<file path="src/rtl/swrm_pkg.sv">
`default_nettype none

package swrm_pkg;

  // window geometry
  localparam int unsigned WINDOW_DEPTH = 16;
  localparam int unsigned PTR_W        = (WINDOW_DEPTH > 1) ? $clog2(WINDOW_DEPTH) : 1;

  // field widths
  localparam int unsigned CNT32_W = 32;
  localparam int unsigned TIME_W  = 64;
  localparam int unsigned RATE_W  = 56;
  localparam int unsigned SLOT_W  = 2 * CNT32_W;

  // sums grow by the log of the depth
  localparam int unsigned SUM_W  = CNT32_W + $clog2(WINDOW_DEPTH);
  localparam int unsigned US_W   = 20;
  localparam int unsigned PROD_W = SUM_W + US_W;
  localparam int unsigned DCNT_W = $clog2(PROD_W + 1);

  localparam logic [US_W-1:0]   US_PER_S  = US_W'(1000000);
  localparam logic [TIME_W-1:0] RATE_ONES = 64'h00FF_FFFF_FFFF_FFFF;
  // largest byte sum whose product with one million fits 64 bits
  localparam logic [TIME_W-1:0] MAX_BYTES = 64'd18446744073709;

  // stream packing
  localparam int unsigned IN_DATA_W  = 3 * CNT32_W + TIME_W;
  localparam int unsigned OUT_DATA_W = RATE_W + CNT32_W;
  localparam int unsigned OUT_USER_W = 2;

  // configuration port
  localparam int unsigned CFG_IDX_W  = 4;
  localparam int unsigned CFG_DATA_W = 32;
  localparam logic [CFG_IDX_W-1:0] REG_ENABLE   = CFG_IDX_W'(0);
  localparam logic [CFG_IDX_W-1:0] REG_INTERVAL = CFG_IDX_W'(1);

  typedef enum logic [2:0] {
    ST_IDLE,
    ST_UPDATE,
    ST_CALC,
    ST_DIV,
    ST_DONE
  } state_e;

  typedef struct packed {
    logic busy;
    logic done;
  } div_stat_t;

endpackage

`default_nettype wire

</file>
<file path="src/rtl/swrm_ram.sv">
`default_nettype none

module swrm_ram #(
  parameter int unsigned WIDTH = 8,
  parameter int unsigned DEPTH = 16,
  localparam int unsigned AW   = (DEPTH > 1) ? $clog2(DEPTH) : 1
) (
  input  wire logic             clk_i,
  input  wire logic             we_i,
  input  wire logic [AW-1:0]    waddr_i,
  input  wire logic [WIDTH-1:0] wdata_i,
  input  wire logic [AW-1:0]    raddr_i,
  output logic      [WIDTH-1:0] rdata_o
);

  logic [WIDTH-1:0] mem_q [DEPTH];

  always_ff @(posedge clk_i) begin
    if (we_i) begin
      mem_q[waddr_i] <= wdata_i;
    end
    rdata_o <= mem_q[raddr_i];
  end

endmodule

`default_nettype wire

</file>
<file path="src/rtl/swrm_div.sv">
`default_nettype none

module swrm_div (
  input  wire logic                          clk_i,
  input  wire logic                          rst_ni,
  input  wire logic                          start_i,
  input  wire logic [swrm_pkg::PROD_W-1:0]   dividend_i,
  input  wire logic [swrm_pkg::SUM_W-1:0]    divisor_i,
  output logic      [swrm_pkg::PROD_W-1:0]   quotient_o,
  output swrm_pkg::div_stat_t                stat_o
);

  logic [swrm_pkg::PROD_W-1:0] quo_q, quo_d;
  logic [swrm_pkg::SUM_W-1:0]  rem_q, rem_d;
  logic [swrm_pkg::SUM_W-1:0]  dvs_q;
  logic [swrm_pkg::DCNT_W-1:0] cnt_q;
  logic                        busy_q, done_q;
  logic [swrm_pkg::SUM_W:0]    rem_sh, rem_sub;
  logic                        ge;

  // one quotient bit per cycle, restoring
  always_comb begin
    rem_sh  = {rem_q, quo_q[swrm_pkg::PROD_W-1]};
    rem_sub = rem_sh - {1'b0, dvs_q};
    ge      = rem_sh >= {1'b0, dvs_q};
    rem_d   = ge ? rem_sub[swrm_pkg::SUM_W-1:0] : rem_sh[swrm_pkg::SUM_W-1:0];
    quo_d   = {quo_q[swrm_pkg::PROD_W-2:0], ge};
  end

  always_ff @(posedge clk_i or negedge rst_ni) begin
    if (!rst_ni) begin
      busy_q <= 1'b0;
      done_q <= 1'b0;
      cnt_q  <= '0;
    end else if (start_i) begin
      busy_q <= 1'b1;
      done_q <= 1'b0;
      cnt_q  <= swrm_pkg::DCNT_W'(swrm_pkg::PROD_W);
    end else if (busy_q) begin
      cnt_q <= cnt_q - swrm_pkg::DCNT_W'(1);
      if (cnt_q == swrm_pkg::DCNT_W'(1)) begin
        busy_q <= 1'b0;
        done_q <= 1'b1;
      end
    end else begin
      done_q <= 1'b0;
    end
  end

  always_ff @(posedge clk_i) begin
    if (start_i) begin
      quo_q <= dividend_i;
      rem_q <= '0;
      dvs_q <= divisor_i;
    end else if (busy_q) begin
      quo_q <= quo_d;
      rem_q <= rem_d;
    end
  end

  assign quotient_o  = quo_q;
  assign stat_o.busy = busy_q;
  assign stat_o.done = done_q;

endmodule

`default_nettype wire

</file>
<file path="src/rtl/sliding_window_rate_meter.sv">
// sequence: a beat taken in ST_IDLE passes ST_UPDATE, ST_CALC, ST_DIV (the serial
// divider, one bit per cycle) and ST_DONE, and the next beat is taken only back in ST_IDLE;
// a disabled beat goes straight to ST_DONE, and a zero time sum or a byte sum over
// MAX_BYTES goes from ST_CALC to ST_DONE, so both skip the divider;
// a result held back by the master side stalls the next beat in ST_DONE
// reset: asynchronous, active low; ring valid bits, sums, pointer and report time clear,
// enable comes up set and the report interval at zero; the ring needs no clearing pass
`default_nettype none

module sliding_window_rate_meter (
  input  wire logic                               clk_i,
  input  wire logic                               rst_ni,
  // byte_count, duration_us, item_total, now_us (from bit 0)
  input  wire logic [swrm_pkg::IN_DATA_W-1:0]     s_axis_tdata,
  input  wire logic                               s_axis_tvalid,
  output logic                                    s_axis_tready,
  // rate_bps, item_count_out (from bit 0)
  output logic      [swrm_pkg::OUT_DATA_W-1:0]    m_axis_tdata,
  // time_zero, report_due (from bit 0)
  output logic      [swrm_pkg::OUT_USER_W-1:0]    m_axis_tuser,
  output logic                                    m_axis_tvalid,
  input  wire logic                               m_axis_tready,
  input  wire logic                               cfg_valid_i,
  output logic                                    cfg_ready_o,
  input  wire logic [swrm_pkg::CFG_IDX_W-1:0]     cfg_index_i,
  input  wire logic [swrm_pkg::CFG_DATA_W-1:0]    cfg_data_i
);

  // ---------------------------------------------------------------------------
  // configuration registers
  // ---------------------------------------------------------------------------
  logic                               enable_q;
  logic [swrm_pkg::CNT32_W-1:0]       interval_q;

  assign cfg_ready_o = 1'b1;

  always_ff @(posedge clk_i or negedge rst_ni) begin
    if (!rst_ni) begin
      enable_q   <= 1'b1;
      interval_q <= '0;
    end else if (cfg_valid_i) begin
      unique case (cfg_index_i)
        swrm_pkg::REG_ENABLE:   enable_q   <= cfg_data_i[0];
        swrm_pkg::REG_INTERVAL: interval_q <= cfg_data_i;
        default: ;  // unknown index, write dropped
      endcase
    end
  end

  // ---------------------------------------------------------------------------
  // sequencer
  // ---------------------------------------------------------------------------
  swrm_pkg::state_e state_q, state_d;

  logic              in_beat;
  logic              out_free;
  logic              div_start;
  logic              calc_skip;
  swrm_pkg::div_stat_t div_stat;

  assign in_beat  = s_axis_tvalid && s_axis_tready;
  // the result register is free, or empties at this very edge
  assign out_free = !m_axis_tvalid || m_axis_tready;

  always_comb begin
    state_d = state_q;
    unique case (state_q)
      swrm_pkg::ST_IDLE: begin
        if (in_beat) begin
          state_d = enable_q ? swrm_pkg::ST_UPDATE : swrm_pkg::ST_DONE;
        end
      end
      swrm_pkg::ST_UPDATE: state_d = swrm_pkg::ST_CALC;
      swrm_pkg::ST_CALC:   state_d = calc_skip ? swrm_pkg::ST_DONE : swrm_pkg::ST_DIV;
      swrm_pkg::ST_DIV: begin
        if (div_stat.done) begin
          state_d = swrm_pkg::ST_DONE;
        end
      end
      swrm_pkg::ST_DONE: begin
        if (out_free) begin
          state_d = swrm_pkg::ST_IDLE;
        end
      end
      default: state_d = swrm_pkg::ST_IDLE;
    endcase
  end

  always_comb begin
    s_axis_tready = 1'b0;
    div_start     = 1'b0;
    unique case (state_q)
      swrm_pkg::ST_IDLE: s_axis_tready = 1'b1;
      swrm_pkg::ST_CALC: div_start     = !calc_skip;
      default: ;
    endcase
  end

  always_ff @(posedge clk_i or negedge rst_ni) begin
    if (!rst_ni) begin
      state_q <= swrm_pkg::ST_IDLE;
    end else begin
      state_q <= state_d;
    end
  end

  // ---------------------------------------------------------------------------
  // captured beat
  // ---------------------------------------------------------------------------
  logic [swrm_pkg::CNT32_W-1:0] nb_q, nt_q;
  logic [swrm_pkg::TIME_W-1:0]  now_q;

  always_ff @(posedge clk_i) begin
    if (in_beat) begin
      nb_q  <= s_axis_tdata[31:0];
      nt_q  <= s_axis_tdata[63:32];
      now_q <= s_axis_tdata[159:96];
    end
  end

  // ---------------------------------------------------------------------------
  // ring of the last transfers: one memory entry per slot, {duration, bytes}
  // the read always runs at the slot pointer, so the old entry is ready in
  // the update cycle right after the beat is taken
  // ---------------------------------------------------------------------------
  logic [swrm_pkg::PTR_W-1:0]        ptr_q;
  logic [swrm_pkg::WINDOW_DEPTH-1:0] slot_vld_q;
  logic [swrm_pkg::SLOT_W-1:0]       ring_rdata;
  logic                              ring_we;
  logic [swrm_pkg::CNT32_W-1:0]      old_b, old_t;

  assign ring_we = (state_q == swrm_pkg::ST_UPDATE);

  swrm_ram #(
    .WIDTH (swrm_pkg::SLOT_W),
    .DEPTH (swrm_pkg::WINDOW_DEPTH)
  ) u_ring (
    .clk_i   (clk_i),
    .we_i    (ring_we),
    .waddr_i (ptr_q),
    .wdata_i ({nt_q, nb_q}),
    .raddr_i (ptr_q),
    .rdata_o (ring_rdata)
  );

  // a slot never written reads as zero
  assign old_b = slot_vld_q[ptr_q] ? ring_rdata[31:0]  : '0;
  assign old_t = slot_vld_q[ptr_q] ? ring_rdata[63:32] : '0;

  always_ff @(posedge clk_i or negedge rst_ni) begin
    if (!rst_ni) begin
      ptr_q      <= '0;
      slot_vld_q <= '0;
    end else if (ring_we) begin
      slot_vld_q[ptr_q] <= 1'b1;
      if (ptr_q == swrm_pkg::PTR_W'(swrm_pkg::WINDOW_DEPTH - 1)) begin
        ptr_q <= '0;
      end else begin
        ptr_q <= ptr_q + swrm_pkg::PTR_W'(1);
      end
    end
  end

  // ---------------------------------------------------------------------------
  // running sums and report timing
  // ---------------------------------------------------------------------------
  logic [swrm_pkg::SUM_W-1:0]  sum_b_q, sum_b_d;
  logic [swrm_pkg::SUM_W-1:0]  sum_t_q, sum_t_d;
  logic [swrm_pkg::TIME_W-1:0] last_rep_q;
  logic [swrm_pkg::TIME_W-1:0] elapsed;
  logic                        due;

  // the sum always holds the old slot, so no wrap below zero
  assign sum_b_d = sum_b_q - swrm_pkg::SUM_W'(old_b) + swrm_pkg::SUM_W'(nb_q);
  assign sum_t_d = sum_t_q - swrm_pkg::SUM_W'(old_t) + swrm_pkg::SUM_W'(nt_q);

  // a clock running backwards counts as no time elapsed
  assign elapsed = (now_q >= last_rep_q) ? (now_q - last_rep_q) : '0;
  assign due     = elapsed >= swrm_pkg::TIME_W'(interval_q);

  always_ff @(posedge clk_i or negedge rst_ni) begin
    if (!rst_ni) begin
      sum_b_q    <= '0;
      sum_t_q    <= '0;
      last_rep_q <= '0;
    end else if (state_q == swrm_pkg::ST_UPDATE) begin
      sum_b_q <= sum_b_d;
      sum_t_q <= sum_t_d;
      if (due) begin
        last_rep_q <= now_q;
      end
    end
  end

  // ---------------------------------------------------------------------------
  // rate: bytes times one million, then a serial divide by the time sum
  // ---------------------------------------------------------------------------
  logic                          time_zero;
  logic                          bytes_big;
  logic [swrm_pkg::PROD_W-1:0]   product;
  logic [swrm_pkg::PROD_W-1:0]   quotient;
  logic [swrm_pkg::TIME_W-1:0]   quo_wide;
  logic [swrm_pkg::RATE_W-1:0]   rate_sat;

  assign time_zero = (sum_t_q == '0);
  assign bytes_big = swrm_pkg::TIME_W'(sum_b_q) > swrm_pkg::MAX_BYTES;
  assign calc_skip = time_zero || bytes_big;
  assign product   = swrm_pkg::PROD_W'(sum_b_q) * swrm_pkg::PROD_W'(swrm_pkg::US_PER_S);

  swrm_div u_div (
    .clk_i      (clk_i),
    .rst_ni     (rst_ni),
    .start_i    (div_start),
    .dividend_i (product),
    .divisor_i  (sum_t_q),
    .quotient_o (quotient),
    .stat_o     (div_stat)
  );

  assign quo_wide = swrm_pkg::TIME_W'(quotient);
  assign rate_sat = (quo_wide > swrm_pkg::RATE_ONES) ? swrm_pkg::RATE_ONES[swrm_pkg::RATE_W-1:0]
                                                     : quo_wide[swrm_pkg::RATE_W-1:0];

  // ---------------------------------------------------------------------------
  // result fields, built up while the beat is worked on
  // ---------------------------------------------------------------------------
  logic [swrm_pkg::RATE_W-1:0]  res_rate_q;
  logic                         res_zero_q;
  logic                         res_due_q;
  logic [swrm_pkg::CNT32_W-1:0] res_total_q;

  always_ff @(posedge clk_i) begin
    if (in_beat) begin
      // a disabled beat gives an all-zero result
      res_rate_q  <= '0;
      res_zero_q  <= 1'b0;
      res_due_q   <= 1'b0;
      res_total_q <= enable_q ? s_axis_tdata[95:64] : '0;
    end else if (state_q == swrm_pkg::ST_UPDATE) begin
      res_due_q <= due;
    end else if (state_q == swrm_pkg::ST_CALC) begin
      if (calc_skip) begin
        res_rate_q <= swrm_pkg::RATE_ONES[swrm_pkg::RATE_W-1:0];
        res_zero_q <= time_zero;
      end
    end else if (state_q == swrm_pkg::ST_DIV && div_stat.done) begin
      res_rate_q <= rate_sat;
    end
  end

  // ---------------------------------------------------------------------------
  // output register: lets the sequencer move on while a result waits
  // ---------------------------------------------------------------------------
  logic out_load;

  assign out_load = (state_q == swrm_pkg::ST_DONE) && out_free;

  always_ff @(posedge clk_i or negedge rst_ni) begin
    if (!rst_ni) begin
      m_axis_tvalid <= 1'b0;
    end else if (out_load) begin
      m_axis_tvalid <= 1'b1;
    end else if (m_axis_tready) begin
      m_axis_tvalid <= 1'b0;
    end
  end

  always_ff @(posedge clk_i) begin
    if (out_load) begin
      m_axis_tdata <= {res_total_q, res_rate_q};
      m_axis_tuser <= {res_due_q, res_zero_q};
    end
  end

endmodule

`default_nettype wire

</file>
<file path="config.mk">
export PLATFORM = sky130hd
export DESIGN_NAME = sliding_window_rate_meter
export DESIGN_NICKNAME = d
export VERILOG_FILES = /design/src/rtl/swrm_pkg.sv /design/src/rtl/swrm_ram.sv /design/src/rtl/swrm_div.sv /design/src/rtl/sliding_window_rate_meter.sv
export SDC_FILE = /design/constraint.sdc
export NUM_CORES = 2
export LEC_CHECK = 0
export BUFFER_PORTS_ARGS = -buffer_cell sky130_fd_sc_hd__buf_2
export CELL_PAD_IN_SITES_DETAIL_PLACEMENT = 0
export CELL_PAD_IN_SITES_GLOBAL_PLACEMENT = 1
export CORE_MARGIN = 1
export CORE_UTILIZATION = 42
export DETAILED_ROUTE_END_ITERATION = 12
export PLACE_DENSITY = 0.64
export SYNTH_ARGS = -nofsm -noshare
export SYNTH_HDL_FRONTEND = slang
export SYNTH_HIERARCHICAL = 1
export SYNTH_SLANG_ARGS = --single-unit
</file>
<file path="constraint.sdc">
create_clock -name clk_i -period 11.16 [get_ports clk_i]
set_clock_uncertainty 0.05 [all_clocks]
set_input_delay 1.674 -clock clk_i [delete_from_list [all_inputs] [get_ports clk_i]]
set_output_delay 1.674 -clock clk_i [all_outputs]
set_load 0.05 [all_outputs]
</file>
# Yosys cells after proc, flatten, opt, wreduce, memory -nomap -nowiden
# Memories as Yosys holds them, arrays and structs flattened. A register that Yosys moved wholly into a read port is not among the register bits.
# Index checks and enable logic that the tools add are counted.
# W data, S select, Z words.
# totals
reg_bits,637
ramBits,1024
output_inout_bits,93
n_memories,1
# op_classes
add_sub_neg,8
multipliers,1
magnitude_cmp,6
n_eq_ne,12
mux,35
bitwise_logic,2
reduce_logical,19
# mem_list
memory,depth,word_bits,read_ports,rd_clocked_by_memory_dff,write_ports,line_no,source
u_ring.mem_q,16,64,1,1,1,swrm_ram.sv:16,logic [WIDTH-1:0] mem_q [DEPTH];
# op_table
operator,n
$mux W56,6
$add A36 B32 Y36,2
$sub A36 B32 Y36,2
$ge A64 B32 Y1,1
$ge A64 B64 Y1,1
$mux W32,2
$mux W64,1
$sub A64 B64 Y64,1
$gt A56 B56 Y1 const B,1
$mul A36 B14 Y50 const B,1
$ge A37 B36 Y1,1
$logic_not A36 Y1,1
$mux W36,1
$sub A36 B36 Y36,1
$or A16 B16 Y16,1
$mux W3,5
$pmux W3 S5,1
$mux W1,14
$mux W6,2
$reduce_and A3 Y1,3
$eq A3 B2 Y1 const B,2
$eq A6 B1 Y1 const B,1
$ne A2 B2 Y1 const B,3
$reduce_and A2 Y1,3
other kinds (20),26

# Depth between registers and ports, before layout
# depth
ltp_word,5
mapped_depth,31

# By module
# Netlist, hierarchy kept.
# modules_own_cells
module,instances,cells_per_inst,area_per_inst_um2
swrm_ram,1,1647,39581.7
sliding_window_rate_meter,1,3595,36327.3
swrm_div,1,667,7445.9

# Worst setup path after synthesis
# Ideal clock, no wire load.
# synth_timing
path_kind,reg-to-reg
start,register state_q[2]
end,"register nb_q[0] in the netlist's numbering, enable pin"
setup_ps,587
arrival_time_ps,6480
setup_slack_ps,4043
path_stages_with_launch,5
path_buffers,2
synth_period_minus_slack_ps,7117
path_cell_list,dfrtp_1 > nor3_1 > and2_1 > clkbuf_1 > clkbuf_1
# synth_via
elab_chain_len,3
# synth_rtl
element,line_no,source
start: declaration,sliding_window_rate_meter.sv:53,"swrm_pkg::state_e state_q, state_d;"
start signal: assignment,sliding_window_rate_meter.sv:101,state_q <= swrm_pkg::ST_IDLE;
start signal: assignment,sliding_window_rate_meter.sv:103,state_q <= state_d;
$logic_not A3 Y1,sliding_window_rate_meter.sv:92,unique case (state_q)
$mux W1,sliding_window_rate_meter.sv:92,
net s_axis_tready,sliding_window_rate_meter.sv:16,"output logic s_axis_tready,"
$logic_and A1 B1 Y1,sliding_window_rate_meter.sv:61,assign in_beat = s_axis_tvalid && s_axis_tready;
net in_beat,sliding_window_rate_meter.sv:55,logic in_beat;
end signal: assignment,sliding_window_rate_meter.sv:115,nb_q <= s_axis_tdata[31:0];
end: declaration,sliding_window_rate_meter.sv:110,"logic [swrm_pkg::CNT32_W-1:0] nb_q, nt_q;"
# The timed path passes the listed nets, and every way through them passes these cells.
# A chain may end at the register's enable or synchronous reset.

# Worst setup path in the final report
# layout_timing
start,register sum_b_q[3] in the netlist's numbering
end,"register u_div.quo_q (netlist bit u_div/quotient_o[54]), data pin"
# layout_via
elab_chain_len,2
# layout_rtl
element,line_no,source
start: declaration,sliding_window_rate_meter.sv:167,"logic [swrm_pkg::SUM_W-1:0] sum_b_q, sum_b_d;"
start signal: assignment,sliding_window_rate_meter.sv:187,sum_b_q <= sum_b_d;
$mul A36 B14 Y50,sliding_window_rate_meter.sv:208,assign product = swrm_pkg::PROD_W'(sum_b_q) * swrm_pkg::PROD_W'(swrm_pkg::US_PER_S);
net product (one bit),sliding_window_rate_meter.sv:200,logic [swrm_pkg::PROD_W-1:0] product;
$mux W56,swrm_div.sv:51,if (start_i) begin
end signal: assignment,swrm_div.sv:52,quo_q <= dividend_i;
end signal: assignment,swrm_div.sv:56,quo_q <= quo_d;
end: declaration,swrm_div.sv:13,"logic [swrm_pkg::PROD_W-1:0] quo_q, quo_d;"
# The timed path passes the listed nets, and every way through them passes these cells.

==> reports/qor_table.md <==
| Group | Result | Value |
|:---|:---|:---|
| grt | Antenna violations before repair | 6 |
| clocking | H-tree depth reported by CTS | 4 |
| sta | Final worst-path setup slack | 3570 ps |
| synthesis | Number of warning messages in the yosys log | 6 |
| setup path | Kind of cell adding the most delay to the critical path | adder cells |
| floorplan | Die boundary height | 447.5 um |
| routing | Detail-routed net length per standard cell | 22.56 um |
| setup path | Sort of element at the end of the critical path | flip-flop |
| clocking | Clock tree root buffer cell | clkbuf_16 |
| clocking | Worst-case clock buffer depth | 3 |
| clocking | Hold_buf cts | 0 |
| setup path | Arr. time, crit path | 8110 ps |
| sta | Actual slew at the worst max-slew pin | 1138 ps |
| place | Post-DP HPWL | 134400 um |
| setup path | Number of buffers and inverters on the critical path | 4 |
| job | Count of maximum capacitance violations | 0 |
| sta | Count of final max-slew check failures | 0 |
| clocking | Count of instances resized after the clock tree is built | 0 |
| place | Pre-CTS setup slack | 3556 ps |
| clocking | Clock slew at reported path FFs | 70 ps |
| outcome | Result of the run | finished, final reports clean |
| sta | Number of failing setup endpoints in the final timing report | 0 |
| floorplan | CORE AREA | 197200 um2 |
| clocking | Clock latency reported for the late side of the worst-skew pair | 830 ps |
| routing | 1st-iter DRT viols | 3236 |
| clocking | TritonCTS clock tree | done |
| floorplan | Initial cell density of the core | 0.4226 |
| routing | Routed vias/inst | 5.310 |
| sta | Max Clock Freq | 131.8 MHz |
| grt | Aggregate global routing overflow | 0 |
| routing | Remaining number of nets flagged by the antenna check after routing | 0 |
| synthesis | Mean post-synth cell area | 14.11 um2 |
| floorplan | Count of pins on the block boundary | 294 |
| hold path | Min-delay worst type | flip-flop to flip-flop |
| clocking | Number of CTS-inserted buffers | 183 |
| setup path | Cell-by-cell listing of the critical path | inv_1, fa_1, inv_1, fa_1, fa_1, fa_1, ha_1, inv_1, fa_1, inv_1, ha_1, nand2_1, a211oi_1, a21oi_1, o31ai_1, o21ai_0, a2111oi_0, o311a_1, nor3b_1, o31a_1, nor2_1, o21ai_0, xor2_1, mux2_2 |
| finish | Number of fillers in the final layout | 17370 |
| sta | Worst rel slew slack | 0.2397 |
| pwr | VDD IR-drop max | 169.9 uV |
| place | # port buffers | 292 |
| sta | Share of the clock period used by the worst path after layout | 0.6801 |
| floorplan | Site Rows | 163 |
| pwr | Pwr/cell area | 143.4 nW/um2 |
| sta | Setup repair after global routing missed its margin | false |
| routing | Total number of vias | 48010 |
| routing | DRC violation count after routing | 0 |
| setup path | Max Fanout on Critical Path | 6 |
| floorplan | Floorplan die width | 447.5 um |
| grt | Global-route usage over all layers | 0.2050 |
| clocking | Number of sinks handled by clock tree synthesis | 1725 |
| routing | DRT Pass-1 Iters | 5 |
| setup path | Type of the setup path with the least slack | flip-flop to flip-flop |
| setup path | Most used cell, CP | fa_1 |
| pwr | Leakage power | 36.20 nW |
| finish | Post-layout net count | 7035 |
| grt | Vias in the first global route | 49110 |
| setup path | WP data required | 11680 ps |
| setup path | Largest stage delay, worst path | 910 ps |
| setup path | Slowest library cell on the worst path | a2111oi_0 |
| grt | Wire length of the first global-routing pass | 310000 um |
| clocking | Buffers inserted by post-CTS timing repair | 0 |
| grt | Maximum number of pins on one net before global-route repair | 91 |
| synthesis | Synth Cell Area | 83350 um2 |
| sta | Final hold violations | 0 |
| synthesis | Post-Synthesis Cells | 5908 |
| sta | Post-layout minimum cycle time | 7590 ps |
| sta | Smallest hold slack | 361.4 ps |
| finish | Area growth from synthesis to layout | 13.08% |
| routing | Wire length after detailed routing | 204000 um |
| setup path | Kind of start point of the critical path | flip-flop |
| floorplan | Die outline area | 200200 um2 |
| place | Routability Congestion | 0.9003 |
| finish | Share of final-layout standard cells stronger than drive strength 1 | 0.1809 |
| sta | Sum Neg Setup Slack | 0 ps |
[power by group]
group | internal, W | leakage, nW | switching (W)
Clock | 0.00381 | 3.13 | 0.00261
Combinational | 0.0000819 | 17.1 | 0.0000930
Sequential | 0.00689 | 16.0 | 0.0000254
Total | 0.0108 | 36.2 | 0.00273
[cells in the final DEF (no fill, tap or decap), types with 39 or more instances in the layout]
cell	instances
inv_1	608
a211oi_1	42
nor2_1	268
clkbuf_16	184
nand3_1	49
buf_2	291
buf_4	70
xor2_1	77
nand4_1	53
nor3_1	164
o21ai_1	39
and2_1	110
o21ai_0	172
dfrtp_1	197
fa_1	221
dfxtp_1	158
edfxtp_1	1366
mux2_4	49
xnor2_1	111
ha_1	377
mux2_2	89
clkbuf_1	40
nand2_1	316
a22oi_1	130
a21oi_1	248
mux4_2	261
a21o_1	111
[layout make-up]
cell class                 instances  area, um2  share of cell area
sequential                      1725      49220              0.5222
multi-input combinational       3352      30960              0.3285
clock buffer                     246       5057             0.05366
tap                             2640       3303             0.03505
inverter                         611       2293             0.02433
timing repair buffer             363       2017             0.02140
clock inverter                    99       1385             0.01470
antenna                            6      15.01           0.0001593
[metal layers]
| layer | GRT usage | vias to the layer above | part of all wire |
|---|---|---|---|
| li1 | - | 22450 | - |
| met1 | 0.2926 | 24320 | 0.47 |
| met2 | 0.3286 | 1002 | 0.47 |
| met3 | 0.02891 | 236 | 0.044 |
| met4 | 0.05306 | 4 | 0.023 |
| met5 | 0 | - | 0.00011 |
[final timing paths]
path | startpoint | end | slack [ps] | cells after the start
setup reg to reg | sum_b_q[3] | u_div/quotient_o[54] | 3570 | 24
hold / removal | res_total_q[3] | m_axis_tdata[59] | 360 | 0
hold reg to reg | res_total_q[3] | m_axis_tdata[59] | 360 | 0
setup / recovery | sum_b_q[3] | u_div/quotient_o[54] | 3570 | 24
min in group asynchronous | rst_ni | sum_b_q[33] | 780 | 1
max in group asynchronous | rst_ni | last_rep_q[29] | 7880 | 3
[stage by stage]
step                        util  cell area (um2)  power [W]  std cells
after floorplan                -            83370   0.007129       5913
after global placement    0.4452            87790   0.007229       8691
after detailed placement  0.4452            87790   0.007232       8691
after CTS                 0.4778            94240    0.01371       9036
after global routing      0.4779            94240    0.01396       9039
final                     0.4779            94250    0.01352       9042
[flip-flops by register name, indices dropped and copies added (netlist names), 3 cells and up]
| register | count |
|---|---|
| interval_q | 32 |
| m_axis_tdata | 88 |
| state_q | 3 |
| u_div/dvs_q | 36 |
| sum_t_q | 36 |
| u_div/cnt_q | 6 |
| ptr_q | 4 |
| slot_vld_q | 16 |
| nt_q | 32 |
| last_rep_q | 64 |
| nb_q | 32 |
| res_total_q | 32 |
| u_ring/mem_q | 1024 |
| sum_b_q | 36 |
| u_div/quotient_o | 56 |
| res_rate_q | 56 |
| now_q | 64 |
| u_div/rem_q | 36 |
| u_ring/rdata_o | 64 |
(Power assumes the default switching activity.)
